[src/rtl/core/mrwt_pkg.sv]
// Package with the shared default word width and the sequencer state type of the Miller-Rabin witness test.
package mrwt_pkg;

  localparam int unsigned WORD_BITS_DEF = 32;

  typedef enum logic [3:0] {
    S_IDLE,
    S_FACTOR,
    S_RED,
    S_POW,
    S_PMUL,
    S_PSQ,
    S_TEST,
    S_LOOP,
    S_LSQ,
    S_DONE
  } state_e;

endpackage

[src/rtl/core/miller_rabin_witness_test_core.sv]
// Top level of the Miller-Rabin witness test: sequencer, exponent registers and result register.
// A request strips the k trailing zeros of candidate-1, reduces the witness modulo the candidate,
// raises it to the remaining odd part and then squares the result up to k times.
// All modular products share one bit-serial multiplier that handles one bit per cycle.
// A request is taken only while the sequencer is idle; one result register decouples output.
// Reset clears the sequencer and the result valid flag; payload registers are not reset.
module miller_rabin_witness_test_core #(
  parameter int unsigned WORD_BITS = mrwt_pkg::WORD_BITS_DEF
) (
  input  logic                 clk_i,
  input  logic                 rst_ni,
  input  logic                 in_valid_i,
  output logic                 in_ready_o,
  input  logic [WORD_BITS-1:0] candidate_i,
  input  logic [WORD_BITS-1:0] witness_base_i,
  output logic                 out_valid_o,
  input  logic                 out_ready_i,
  output logic                 probably_prime_o,
  output logic                 bad_input_o
);

  localparam int unsigned KW = $clog2(WORD_BITS + 1);

  mrwt_pkg::state_e state_q, state_d;

  logic [WORD_BITS-1:0] n_q, n_d, nm1_q, nm1_d, a_q, a_d;
  logic [WORD_BITS-1:0] e_q, e_d, base_q, base_d, acc_q, acc_d;
  logic [KW-1:0]        k_q, k_d, j_q, j_d;
  logic                 pass_q, pass_d, bad_q, bad_d;
  logic                 ov_q, ov_d, op_q, op_d, ob_q, ob_d;

  logic                 mul_start, mul_busy, mul_done;
  logic [WORD_BITS-1:0] mul_x, mul_y, mul_res;
  logic                 accept;

  mrwt_modmul #(.WORD_BITS(WORD_BITS)) u_modmul (
    .clk_i  (clk_i),
    .rst_ni (rst_ni),
    .start_i(mul_start),
    .x_i    (mul_x),
    .y_i    (mul_y),
    .n_i    (n_q),
    .busy_o (mul_busy),
    .done_o (mul_done),
    .res_o  (mul_res)
  );

  assign accept = in_valid_i && in_ready_o;

  always_comb begin
    state_d = state_q;
    unique case (state_q)
      mrwt_pkg::S_IDLE: begin
        if (accept) begin
          state_d = (candidate_i[WORD_BITS-1:1] == '0) ? mrwt_pkg::S_DONE
                                                         : mrwt_pkg::S_FACTOR;
        end
      end
      mrwt_pkg::S_FACTOR: begin
        if (e_q[0] || k_q == KW'(WORD_BITS)) state_d = mrwt_pkg::S_RED;
      end
      mrwt_pkg::S_RED: begin
        if (mul_done) state_d = mrwt_pkg::S_POW;
      end
      mrwt_pkg::S_POW: begin
        if (e_q == '0)   state_d = mrwt_pkg::S_TEST;
        else if (e_q[0]) state_d = mrwt_pkg::S_PMUL;
        else             state_d = mrwt_pkg::S_PSQ;
      end
      mrwt_pkg::S_PMUL: begin
        if (mul_done) state_d = mrwt_pkg::S_PSQ;
      end
      mrwt_pkg::S_PSQ: begin
        if (mul_done) state_d = mrwt_pkg::S_POW;
      end
      mrwt_pkg::S_TEST: begin
        if (acc_q == WORD_BITS'(1) || acc_q == nm1_q) state_d = mrwt_pkg::S_DONE;
        else                                          state_d = mrwt_pkg::S_LOOP;
      end
      mrwt_pkg::S_LOOP: begin
        state_d = (j_q < k_q) ? mrwt_pkg::S_LSQ : mrwt_pkg::S_DONE;
      end
      mrwt_pkg::S_LSQ: begin
        if (mul_done) begin
          if (mul_res == WORD_BITS'(1) || mul_res == nm1_q) state_d = mrwt_pkg::S_DONE;
          else                                             state_d = mrwt_pkg::S_LOOP;
        end
      end
      mrwt_pkg::S_DONE: begin
        if (!ov_q || out_ready_i) state_d = mrwt_pkg::S_IDLE;
      end
      default: state_d = mrwt_pkg::S_IDLE;
    endcase
  end

  always_comb begin
    in_ready_o = 1'b0;
    mul_start  = 1'b0;
    mul_x      = acc_q;
    mul_y      = base_q;
    n_d        = n_q;
    nm1_d      = nm1_q;
    a_d        = a_q;
    e_d        = e_q;
    base_d     = base_q;
    acc_d      = acc_q;
    k_d        = k_q;
    j_d        = j_q;
    pass_d     = pass_q;
    bad_d      = bad_q;
    ov_d       = ov_q && !out_ready_i;
    op_d       = op_q;
    ob_d       = ob_q;
    unique case (state_q)
      mrwt_pkg::S_IDLE: begin
        in_ready_o = 1'b1;
        n_d        = candidate_i;
        nm1_d      = candidate_i - WORD_BITS'(1);
        e_d        = candidate_i - WORD_BITS'(1);
        a_d        = witness_base_i;
        k_d        = '0;
        j_d        = '0;
        pass_d     = 1'b0;
        bad_d      = (candidate_i[WORD_BITS-1:1] == '0);
      end
      mrwt_pkg::S_FACTOR: begin
        if (e_q[0] || k_q == KW'(WORD_BITS)) begin
          mul_start = 1'b1;
          mul_x     = WORD_BITS'(1);
          mul_y     = a_q;
        end else begin
          e_d = {1'b0, e_q[WORD_BITS-1:1]};
          k_d = k_q + KW'(1);
        end
      end
      mrwt_pkg::S_RED: begin
        if (mul_done) begin
          base_d = mul_res;
          acc_d  = WORD_BITS'(1);
        end
      end
      mrwt_pkg::S_POW: begin
        if (e_q != '0) begin
          mul_start = 1'b1;
          if (!e_q[0]) mul_x = base_q;
        end
      end
      mrwt_pkg::S_PMUL: begin
        if (mul_done) begin
          acc_d     = mul_res;
          mul_start = 1'b1;
          mul_x     = base_q;
        end
      end
      mrwt_pkg::S_PSQ: begin
        if (mul_done) begin
          base_d = mul_res;
          e_d    = {1'b0, e_q[WORD_BITS-1:1]};
        end
      end
      mrwt_pkg::S_TEST: begin
        if (acc_q == WORD_BITS'(1) || acc_q == nm1_q) pass_d = 1'b1;
      end
      mrwt_pkg::S_LOOP: begin
        if (j_q < k_q) begin
          mul_start = 1'b1;
          mul_y     = acc_q;
        end
      end
      mrwt_pkg::S_LSQ: begin
        if (mul_done) begin
          acc_d = mul_res;
          j_d   = j_q + KW'(1);
          if (mul_res != WORD_BITS'(1) && mul_res == nm1_q) pass_d = 1'b1;
        end
      end
      mrwt_pkg::S_DONE: begin
        if (!ov_q || out_ready_i) begin
          ov_d = 1'b1;
          op_d = pass_q && !bad_q;
          ob_d = bad_q;
        end
      end
      default: begin
      end
    endcase
  end

  always_ff @(posedge clk_i or negedge rst_ni) begin
    if (!rst_ni) begin
      state_q <= mrwt_pkg::S_IDLE;
      ov_q    <= 1'b0;
    end else begin
      state_q <= state_d;
      ov_q    <= ov_d;
    end
  end

  always_ff @(posedge clk_i) begin
    n_q    <= n_d;
    nm1_q  <= nm1_d;
    a_q    <= a_d;
    e_q    <= e_d;
    base_q <= base_d;
    acc_q  <= acc_d;
    k_q    <= k_d;
    j_q    <= j_d;
    pass_q <= pass_d;
    bad_q  <= bad_d;
    op_q   <= op_d;
    ob_q   <= ob_d;
  end

  assign out_valid_o      = ov_q;
  assign probably_prime_o = op_q;
  assign bad_input_o      = ob_q;

  a_excl_flags: assert property (@(posedge clk_i) disable iff (!rst_ni)
    out_valid_o |-> !(probably_prime_o && bad_input_o))
    else $error("Result flags both set.");

  a_bad_direct: assert property (@(posedge clk_i) disable iff (!rst_ni)
    (accept && candidate_i[WORD_BITS-1:1] == '0) |=> state_q == mrwt_pkg::S_DONE)
    else $error("Small candidate did not go straight to the result.");

  a_idle_mul: assert property (@(posedge clk_i) disable iff (!rst_ni)
    state_q == mrwt_pkg::S_IDLE |-> !mul_busy)
    else $error("Multiplier busy while idle.");

  a_start_free: assert property (@(posedge clk_i) disable iff (!rst_ni)
    mul_start |-> !mul_busy)
    else $error("Multiplier started while busy.");

endmodule

[src/rtl/core/mrwt_modmul.sv]
// Bit-serial modular multiplier that handles one multiplier bit per cycle by double-and-add.
module mrwt_modmul #(
  parameter int unsigned WORD_BITS = mrwt_pkg::WORD_BITS_DEF
) (
  input  logic                 clk_i,
  input  logic                 rst_ni,
  input  logic                 start_i,
  input  logic [WORD_BITS-1:0] x_i,
  input  logic [WORD_BITS-1:0] y_i,
  input  logic [WORD_BITS-1:0] n_i,
  output logic                 busy_o,
  output logic                 done_o,
  output logic [WORD_BITS-1:0] res_o
);

  localparam int unsigned CntW = $clog2(WORD_BITS + 1);

  logic                 busy_q, busy_d;
  logic                 done_q, done_d;
  logic [CntW-1:0]      cnt_q, cnt_d;
  logic [WORD_BITS-1:0] x_q, x_d;
  logic [WORD_BITS-1:0] y_q, y_d;
  logic [WORD_BITS-1:0] n_q, n_d;
  logic [WORD_BITS-1:0] acc_q, acc_d;
  logic [WORD_BITS:0]   dbl, dbl_red, sum, sum_red;

  always_comb begin
    dbl     = {acc_q, 1'b0};
    dbl_red = (dbl >= {1'b0, n_q}) ? dbl - {1'b0, n_q} : dbl;
    sum     = dbl_red + {1'b0, x_q};
    sum_red = (sum >= {1'b0, n_q}) ? sum - {1'b0, n_q} : sum;
  end

  always_comb begin
    busy_d = busy_q;
    done_d = 1'b0;
    cnt_d  = cnt_q;
    x_d    = x_q;
    y_d    = y_q;
    n_d    = n_q;
    acc_d  = acc_q;
    if (start_i) begin
      busy_d = 1'b1;
      cnt_d  = CntW'(WORD_BITS);
      x_d    = x_i;
      y_d    = y_i;
      n_d    = n_i;
      acc_d  = '0;
    end else if (busy_q) begin
      acc_d = y_q[WORD_BITS-1] ? sum_red[WORD_BITS-1:0] : dbl_red[WORD_BITS-1:0];
      y_d   = {y_q[WORD_BITS-2:0], 1'b0};
      cnt_d = cnt_q - CntW'(1);
      if (cnt_q == CntW'(1)) begin
        busy_d = 1'b0;
        done_d = 1'b1;
      end
    end
  end

  always_ff @(posedge clk_i or negedge rst_ni) begin
    if (!rst_ni) begin
      busy_q <= 1'b0;
      done_q <= 1'b0;
      cnt_q  <= '0;
    end else begin
      busy_q <= busy_d;
      done_q <= done_d;
      cnt_q  <= cnt_d;
    end
  end

  always_ff @(posedge clk_i) begin
    x_q   <= x_d;
    y_q   <= y_d;
    n_q   <= n_d;
    acc_q <= acc_d;
  end

  assign busy_o = busy_q;
  assign done_o = done_q;
  assign res_o  = acc_q;

endmodule
[config.mk]
export PLATFORM = sky130hd
export DESIGN_NAME = miller_rabin_witness_test_core
export DESIGN_NICKNAME = d
export VERILOG_FILES = /design/src/rtl/core/mrwt_pkg.sv /design/src/rtl/core/miller_rabin_witness_test_core.sv /design/src/rtl/core/mrwt_modmul.sv
export SDC_FILE = /design/constraint.sdc
export NUM_CORES = 1
export LEC_CHECK = 0
export ABC_AREA = 1
export BUFFER_PORTS_ARGS = -buffer_cell sky130_fd_sc_hd__buf_2
export CELL_PAD_IN_SITES_DETAIL_PLACEMENT = 1
export CELL_PAD_IN_SITES_GLOBAL_PLACEMENT = 1
export CORE_ASPECT_RATIO = 1.4
export CORE_UTILIZATION = 53
export CTS_BUF_LIST = sky130_fd_sc_hd__clkbuf_8
export CTS_CLUSTER_DIAMETER = 60
export DETAILED_ROUTE_END_ITERATION = 6
export PLACE_DENSITY = 0.9
export SYNTH_ARGS = -nofsm -noshare
export SYNTH_HDL_FRONTEND = slang
export SYNTH_SLANG_ARGS = --single-unit
[constraint.sdc]
create_clock -name clk_i -period 13.29 [get_ports clk_i]
set_input_delay 1.329 -clock clk_i [delete_from_list [all_inputs] [get_ports clk_i]]
set_output_delay 1.329 -clock clk_i [all_outputs]
set_load 0.01 [all_outputs]
==> run summary, run 1 <==
### Outcome
• status: completed

### STA
• Setup TNS Final: 0 ns
• relative max-transition margin: 0.0247
• total count of hold-check failures in the final report: 0
• number of pins exceeding their max-slew limit in the final report: 0
• clock skew after layout: 0.0480 ns
• final setup violating endpoints: 0
• fmax: 0.107 GHz
• share of the clock period used by the worst path after layout: 0.706
• clock period minus final worst setup slack: 9.39 ns
• RSZ-0062 raised after global routing: no
• actual transition at the worst max-transition pin: 1.45 ns

### Die
• die span in x: 176 µm
• Vert. Die Dim: 246 µm
• floorplan core area: 0.0415 mm²
• # rows: 88
• effective utilization at floorplan: 0.542
• # IOs: 72
• full die area: 0.0433 mm²

### Global routing
• pin count of the biggest net entering global routing: 74
• All-Layer GR Usage: 0.536
• wire length of the first global-routing pass: 166000 µm
• number of antenna violations at the first check in global routing: 6
• vias in the first global route: 24300
• Congestion Overflow GR: 0

### Cells and area
• Area growth syn-to-layout: 8.60%
• commonest cells after routing, fill and taps aside: sky130_fd_sc_hd__nand2_1, sky130_fd_sc_hd__inv_1, sky130_fd_sc_hd__edfxtp_1
• fillers: 4963
• fraction of layout instances using a drive strength above 1: 0.0827
• most frequent standard cell in the layout excluding fill and tap cells: sky130_fd_sc_hd__nand2_1
• Final Net Count: 3016

### Clock network
• TritonCTS buffer count: 51
• clock net sink count: 349
• buffer levels on the longest clock path: 3
• Clock H-tree levels: 2
• clock tree from TritonCTS: built
• Resized cells post-CTS: 0
• hold buffer count at cts: 0
• Setup Buffers After CTS: 0
• clock-pin slew on the worst setup and hold paths: 0.08 ns
• clock latency reported for the late side of the worst-skew pair: 0.70 ns
• clock root buffer: sky130_fd_sc_hd__clkbuf_8

### Synthesis
• post-synthesis register bit count: 349
• ys async rst share: 0.0372
• number of flops mapped to enable cells by yosys: 304
• total standard cell area after synthesis: 0.0225 mm²
• total number of yosys warnings: 0
• Syn Area/Cell: 8.14 µm²
• net count of the mapped netlist: 2939
• most frequently used flop master after synthesis: sky130_fd_sc_hd__edfxtp_1
• number of distinct standard cells referenced by the synthesized netlist: 56
• register area share after synthesis: 0.449
• Post-Syn Instances: 2761

### Hold path
• Hold Path Depth: 0
• worst min-delay path class: flop to flop

### Critical path
• CP Class: flop to flop
• worst reg2reg path depth: 33
• Critical Path Start Type: flop
• crit-path most repeated cell: sky130_fd_sc_hd__nand2_1
• endpoint class of the critical path: flop
• Critical Path AT: 9.92 ns
• critical path fanouts, max: 61
• slowest library cell on the worst path: sky130_fd_sc_hd__o21ai_0
• crit-path max cell delay: 1.21 ns
• required time of the worst setup path: 13.82 ns

### Drt
• DR vias/cell: 6.81
• DR pass1 iterations: 7
• total wire length after detailed routing: 113000 µm
• violation count after the first detailed-route iteration: 3397
• DRC Markers: 0
• number of nets with antenna violations after routing: 0
• vias: 23300
• detailed-route wire length per cell: 33.0 µm

### Run
• Max Cap Violations: 0

### Placed design
• placed wire-length estimate: 77000 µm
• count of buffers inserted at the top-level ports: 71
• routability-driven placement congestion ratio: 1.07

==> flip-flops by register name (all words and copies together) (netlist names) <==
name	count
e_q	32
u_modmul.y_q	32
k_q	6
acc_q	32
probably_prime_o	1
j_q	6
u_modmul.busy_o	1
nm1_q	32
u_modmul.done_o	1
u_modmul.res_o	32
bad_input_o	1
out_valid_o	1
base_q	32
pass_q	1
u_modmul.n_q	32
u_modmul.cnt_q	6
bad_q	1
n_q	32
state_q	4
a_q	32
u_modmul.x_q	32
==> path summary, 6_finish.rpt <==
check / start / end / slack (ns)
max reg2reg: u_modmul.res_o[14]$_SDFFE_PP0P_ / u_modmul.res_o[0]$_SDFFE_PP0P_ / 3.90
min: n_q[16]$_DFFE_PP_ / u_modmul.n_q[16]$_DFFE_PP_ / 0.41
max in group asynchronous: rst_ni / out_valid_o$_DFF_PN0_ / 12.40
min reg2reg: n_q[16]$_DFFE_PP_ / u_modmul.n_q[16]$_DFFE_PP_ / 0.41
max: u_modmul.res_o[14]$_SDFFE_PP0P_ / u_modmul.res_o[0]$_SDFFE_PP0P_ / 3.90
min in group asynchronous: rst_ni / u_modmul.busy_o$_DFF_PN0_ / 0.57
==> per-layer routing <==
metal	GRT usage	up-vias	wire length (µm)
li1	-	9377	-
met1	0.562	11000	35700
met2	0.808	2090	49800
met3	0.207	867	13300
met4	0.536	4	14300
met5	0.00347	-	25
==> cell usage after synthesis, types with 3 or more instances <==
cell / instances / area [µm²]
sky130_fd_sc_hd__a211oi_1: 3 / 22.5
sky130_fd_sc_hd__a21boi_0: 3 / 22.5
sky130_fd_sc_hd__a21o_1: 10 / 75.1
sky130_fd_sc_hd__a21oi_1: 163 / 816
sky130_fd_sc_hd__a22oi_1: 16 / 120
sky130_fd_sc_hd__a31oi_1: 30 / 188
sky130_fd_sc_hd__and2_1: 3 / 18.8
sky130_fd_sc_hd__buf_1: 3 / 11.3
sky130_fd_sc_hd__buf_2: 17 / 85.1
sky130_fd_sc_hd__buf_4: 4 / 30.0
sky130_fd_sc_hd__buf_6: 5 / 56.3
sky130_fd_sc_hd__clkbuf_1: 34 / 128
sky130_fd_sc_hd__dfrtp_1: 13 / 325
sky130_fd_sc_hd__dfxtp_1: 32 / 641
sky130_fd_sc_hd__edfxtp_1: 304 / 9130
sky130_fd_sc_hd__fa_1: 3 / 60.1
sky130_fd_sc_hd__ha_1: 107 / 1340
sky130_fd_sc_hd__inv_1: 365 / 1370
sky130_fd_sc_hd__inv_2: 10 / 37.5
sky130_fd_sc_hd__nand2_1: 669 / 2510
sky130_fd_sc_hd__nand2_2: 7 / 43.8
sky130_fd_sc_hd__nand2_4: 3 / 33.8
sky130_fd_sc_hd__nand3_1: 106 / 531
sky130_fd_sc_hd__nand3_2: 4 / 40.0
sky130_fd_sc_hd__nand3b_1: 13 / 97.6
sky130_fd_sc_hd__nand4_1: 42 / 263
sky130_fd_sc_hd__nor2_1: 291 / 1090
sky130_fd_sc_hd__nor2_2: 10 / 62.6
sky130_fd_sc_hd__nor3_1: 33 / 165
sky130_fd_sc_hd__nor3_2: 6 / 60.1
sky130_fd_sc_hd__nor4_1: 33 / 206
sky130_fd_sc_hd__o2111ai_1: 5 / 43.8
sky130_fd_sc_hd__o211ai_1: 8 / 60.1
sky130_fd_sc_hd__o21a_1: 6 / 45.0
sky130_fd_sc_hd__o21ai_0: 168 / 841
sky130_fd_sc_hd__o21ai_1: 12 / 60.1
sky130_fd_sc_hd__o21ai_2: 17 / 149
sky130_fd_sc_hd__o21bai_1: 16 / 120
sky130_fd_sc_hd__o221ai_1: 4 / 35.0
sky130_fd_sc_hd__or2_2: 15 / 93.8
sky130_fd_sc_hd__xnor2_1: 82 / 718
sky130_fd_sc_hd__xor2_1: 66 / 578
==> stage by stage <==
stage / cells / hold WS (ns) / area (µm²) / utilization / setup slack, ns
final: 3424 / 0.413 / 24400 / 0.588 / 3.90
after detailed placement: 3325 / 0.406 / 23400 / 0.563 / 5.02
after global placement: 3325 / 0.403 / 23400 / 0.563 / 5.29
after CTS: 3418 / 0.416 / 24400 / 0.588 / 4.82
after global routing: 3419 / 0.426 / 24400 / 0.588 / 3.63
after floorplan: 2761 / 0.400 / 22500 / - / 7.06
==> cell type report <==
class	count	area, µm²	area share
Antenna cell	6	15.0	0.000615
Clock buffer	53	729	0.0299
Clock inverter	40	305	0.0125
Inverter	377	1420	0.0580
Multi-Input combinational cell	1972	10700	0.439
Sequential cell	349	10100	0.413
Tap cell	540	676	0.0277
Timing Repair Buffer	87	475	0.0195
==> worst max-delay path: cells and delay by family (launching register included) <==
kind                     cells  cell delay [ns]
XOR/XNOR                     1             0.37
buffers and inverters        1             0.35
flip-flops                   1             0.84
AO/OA/AOI/OAI                8             2.43
AND/OR/NAND/NOR             20             4.01
adder cells (fa/ha/maj)      3             1.15
==> kinds of logic (layout without fill, tap and decap cells) <==
| kind of cell | Yosys count | count (layout) | synth area share |
|---|---|---|---|
| simple gates | 1246 | 1246 | 0.236 |
| fa+ha+maj | 110 | 110 | 0.0622 |
| compound gates | 468 | 468 | 0.118 |
| xor+xnor | 148 | 148 | 0.0577 |
| buf+inv | 440 | 557 | 0.0767 |
| flops | 349 | 349 | 0.449 |
| other cells | 0 | 6 | 0 |
Power of run 1 is not shown: default switching activity piles up to over one toggle a cycle in this logic, so the estimate is an artifact.
==> run 2, diff against run 1 <==
- ABC_AREA: 1 -> 0
- CORE_UTILIZATION: 53 -> 47
- PLACE_DENSITY: 0.9 -> 0.81
- clock period: 13.29 -> 8.59 ns (I/O delays scaled with it)
==> run 2 against run 1 <==
Maximum frequency grew 15%; synthesized cell count down 31%; largest cell class is now registers; wire length decreased by 35%; die area up 3.4%; area after synthesis is 8.3% lower; critical endpoint is now u_modmul.res_o[5]$_SDFFE_PP0P_; first-iteration DRC count shrank 55%; non-clock buffer count increased by 36; final area fell by 5.9%; flip-flop and latch count is the same.
==> run summary, run 2 <==
### Outcome
• status: completed, unchanged

### Synthesis
• Yosys top cell area share: 0.443, was 0.406
• largest area contributor in the synthesized netlist: sky130_fd_sc_hd__edfxtp_1, unchanged
• most frequently used flop master after synthesis: sky130_fd_sc_hd__edfxtp_1, unchanged
• register area share after synthesis: 0.490, was 0.449
• Syn Area/Cell: 10.8 µm², was 8.14 µm²
• number of flops mapped to enable cells by yosys: 304, unchanged
• dominant cell by count in the synthesized netlist: sky130_fd_sc_hd__edfxtp_1, was sky130_fd_sc_hd__nand2_1
• total number of yosys warnings: 0, unchanged
• top post-synthesis cells by count: sky130_fd_sc_hd__edfxtp_1, sky130_fd_sc_hd__nor2_1, sky130_fd_sc_hd__a21oi_1, sky130_fd_sc_hd__nand2_1, sky130_fd_sc_hd__ha_1, was sky130_fd_sc_hd__nand2_1, sky130_fd_sc_hd__inv_1, sky130_fd_sc_hd__edfxtp_1, sky130_fd_sc_hd__nor2_1, sky130_fd_sc_hd__o21ai_0
• net count of the mapped netlist: 2090, was 2939
• top post-synthesis cells by area: sky130_fd_sc_hd__edfxtp_1, sky130_fd_sc_hd__ha_1, sky130_fd_sc_hd__xnor2_1, was sky130_fd_sc_hd__edfxtp_1, sky130_fd_sc_hd__nand2_1, sky130_fd_sc_hd__inv_1
• ys async rst share: 0.0372, unchanged
• post-synthesis register bit count: 349, unchanged
• Post-Syn Instances: 1912, was 2761
• number of distinct standard cells referenced by the synthesized netlist: 91, was 56
• total standard cell area after synthesis: 0.0206 mm², was 0.0225 mm²

### Die
• effective utilization at floorplan: 0.477, was 0.542
• # IOs: 72, unchanged
• # rows: 90, was 88
• die span in x: 179 µm, was 176 µm
• Vert. Die Dim: 250 µm, was 246 µm
• full die area: 0.0447 mm², was 0.0433 mm²
• floorplan core area: 0.0432 mm², was 0.0415 mm²

### Global routing
• pin count of the biggest net entering global routing: 76, was 74
• vias in the first global route: 17700, was 24300
• All-Layer GR Usage: 0.332, was 0.536
• wire length of the first global-routing pass: 110000 µm, was 166000 µm
• number of antenna violations at the first check in global routing: 0, was 6
• Congestion Overflow GR: 0, unchanged

### Clock network
• clock root buffer: sky130_fd_sc_hd__clkbuf_8, unchanged
• Resized cells post-CTS: 0, unchanged
• clock latency reported for the late side of the worst-skew pair: 0.63 ns, was 0.70 ns
• clock net sink count: 349, unchanged
• clock-pin slew on the worst setup and hold paths: 0.07 ns, was 0.08 ns
• Setup Buffers After CTS: 0, unchanged
• buffer levels on the longest clock path: 3, unchanged
• TritonCTS buffer count: 52, was 51
• hold buffer count at cts: 0, unchanged
• clock tree from TritonCTS: built, unchanged
• Clock H-tree levels: 2, unchanged

### Pwr
• Max rail drop VDD: 0.145 mV
• fraction of power spent switching nets: 0.214
• part of the total power dissipated in the clock network: 0.443
• switching power total: 719 µW
• sequential power share: 0.543
• Static Leakage: 0.00902 µW
• Gate power share: 0.014
• cell-internal power: 2640 µW
• overall power: 3360 µW
• cell area power density: 146 mW/mm²

### STA
• number of pins exceeding their max-slew limit in the final report: 0, unchanged
• share of the clock period used by the worst path after layout: 0.948, was 0.706
• Setup TNS Final: 0 ns, unchanged
• RSZ-0062 raised after global routing: no, unchanged
• final setup violating endpoints: 0, unchanged
• relative max-transition margin: 0.207, was 0.0247
• actual transition at the worst max-transition pin: 1.19 ns, was 1.45 ns
• clock period minus final worst setup slack: 8.14 ns, was 9.39 ns
• final-layout worst hold slack: 0.127 ns, was 0.413 ns
• fmax: 0.123 GHz, was 0.107 GHz
• clock skew after layout: 0.0205 ns, was 0.0480 ns
• total count of hold-check failures in the final report: 0, unchanged

### Drt
• vias: 16800, was 23300
• total wire length after detailed routing: 73300 µm, was 113000 µm
• detailed-route wire length per cell: 28.0 µm, was 33.0 µm
• DRC Markers: 0, unchanged
• DR vias/cell: 6.44, was 6.81
• DR pass1 iterations: 6, was 7
• number of nets with antenna violations after routing: 0, unchanged
• violation count after the first detailed-route iteration: 1531, was 3397

### Critical path
• CP Class: flop to flop, unchanged
• slowest library cell on the worst path: sky130_fd_sc_hd__dfxtp_1, was sky130_fd_sc_hd__o21ai_0
• Critical Path Start Type: flop, unchanged
• crit-path max cell delay: 0.58 ns, was 1.21 ns
• Critical Path Source: u_modmul.res_o[19]$_SDFFE_PP0P_, was u_modmul.res_o[14]$_SDFFE_PP0P_
• Critical Path AT: 8.59 ns, was 9.92 ns
• required time of the worst setup path: 9.04 ns, was 13.82 ns
• endpoint class of the critical path: flop, unchanged
• reg-to-reg critical path startpoint: u_modmul.res_o[19]$_SDFFE_PP0P_, was u_modmul.res_o[14]$_SDFFE_PP0P_
• worst reg2reg path depth: 30, was 33
• critical path fanouts, max: 11, was 61

### Cells and area
• register area: 0.0101 mm², unchanged
• commonest cells after routing, fill and taps aside: sky130_fd_sc_hd__edfxtp_1, sky130_fd_sc_hd__nor2_1, sky130_fd_sc_hd__a21oi_1, was sky130_fd_sc_hd__nand2_1, sky130_fd_sc_hd__inv_1, sky130_fd_sc_hd__edfxtp_1
• Area growth syn-to-layout: 11.4%, was 8.60%
• area of combinational cells with multiple inputs: 0.00996 mm², was 0.0107 mm²
• fillers: 4783, was 4963
• most frequent standard cell in the layout excluding fill and tap cells: sky130_fd_sc_hd__edfxtp_1, was sky130_fd_sc_hd__nand2_1
• fraction of layout instances using a drive strength above 1: 0.138, was 0.0827
• Final Net Count: 2197, was 3016

### Run
• Max Cap Violations: 0, unchanged

### Placed design
• count of buffers inserted at the top-level ports: 71, unchanged
• routability-driven placement congestion ratio: 1.06, was 1.07
• placed wire-length estimate: 56600 µm, was 77000 µm

### Hold path
• worst min-delay path class: primary input to async pin, was flop to flop

-- run 2: cell types whose count changed in the layout (fill, tap and decap cells not counted), moves of 28 or more --
cell and delta:
sky130_fd_sc_hd__mux2_2 +37, sky130_fd_sc_hd__a21o_1 +28, sky130_fd_sc_hd__nor2_1 -128, sky130_fd_sc_hd__inv_1 -282, sky130_fd_sc_hd__a222oi_1 +32, sky130_fd_sc_hd__a22o_1 +33
sky130_fd_sc_hd__o21ai_0 -102, sky130_fd_sc_hd__and2_1 +35, sky130_fd_sc_hd__buf_4 +35, sky130_fd_sc_hd__nand3_1 -71, sky130_fd_sc_hd__nand2_1 -553
-- run 2: per-stage QoR --
stage               instance area, µm²  setup WS [ns]   util  cells
floorplan                        20600           1.59      -   1912
global placement                 21800          0.502  0.505   2517
detailed placement               21800          0.487  0.505   2517
CTS                              23000          0.475  0.531   2614
global route                     23000         0.0652  0.531   2614
finish                           23000          0.449  0.531   2615
-- run 2: critical path: cells and delay by family, from the launching register on --
kind                       cells  cell delay (ns)
adders and majority gates      3             1.06
buffers and inverters          2             0.39
DFF                            1             0.58
AOI/OAI and AO/OA             17             4.40
xor gates and xnor gates       1             0.13
and+or+nand+nor                7             1.40
-- run 2: kinds of logic after synthesis --
family,after synthesis,share of synthesized area
AO/OA/AOI/OAI,518,0.175
XOR/XNOR,186,0.0797
adder cells (fa/ha/maj),110,0.0678
buffers and inverters,155,0.0297
flip-flops,349,0.490
multiplexers,56,0.0295
AND/OR/NAND/NOR,538,0.129
-- run 2: power groups by stage --
stage	logic [µW]	registers, µW	clock network (µW)
2_1_floorplan	13.5	1860	0
4_1_cts	46.3	1820	1510
3_3_place_gp	42.6	1860	0
6_report	47.0	1830	1490
3_5_place_dp	45.8	1860	0
5_1_grt	49.7	1820	1560
-- run 2: per-layer routing --
layer  up-vias  global-route usage  part of all wire
li1       7493                   -                 -
met2       757               0.575              0.51
met5         -                   0                 0
met1      8371               0.397              0.38
met4         0               0.169             0.055
met3       208              0.0457             0.060
-- run 2: worst paths after layout --
path / endpoint / slack [ns]
setup / recovery: u_modmul.res_o[5]$_SDFFE_PP0P_ / 0.45
max in group asynchronous: out_valid_o$_DFF_PN0_ / 8.22
setup reg to reg: u_modmul.res_o[5]$_SDFFE_PP0P_ / 0.45
min in group clk_i: a_q[4]$_DFFE_PP_ / 0.40
hold / removal: u_modmul.cnt_q[3]$_DFFE_PN0P_ / 0.13
hold reg to reg: u_modmul.n_q[17]$_DFFE_PP_ / 0.42
-- run 2: layout make-up --
type                       instances  area share
clock inverter                    40      0.0153
tap                              552      0.0301
clock buffer                      57      0.0342
sequential                       349       0.440
multi-input combinational       1408       0.434
inverter                          85      0.0141
timing repair buffer             123      0.0330
antenna                            1    0.000109
Note: power is estimated with default switching activity, not from simulation.
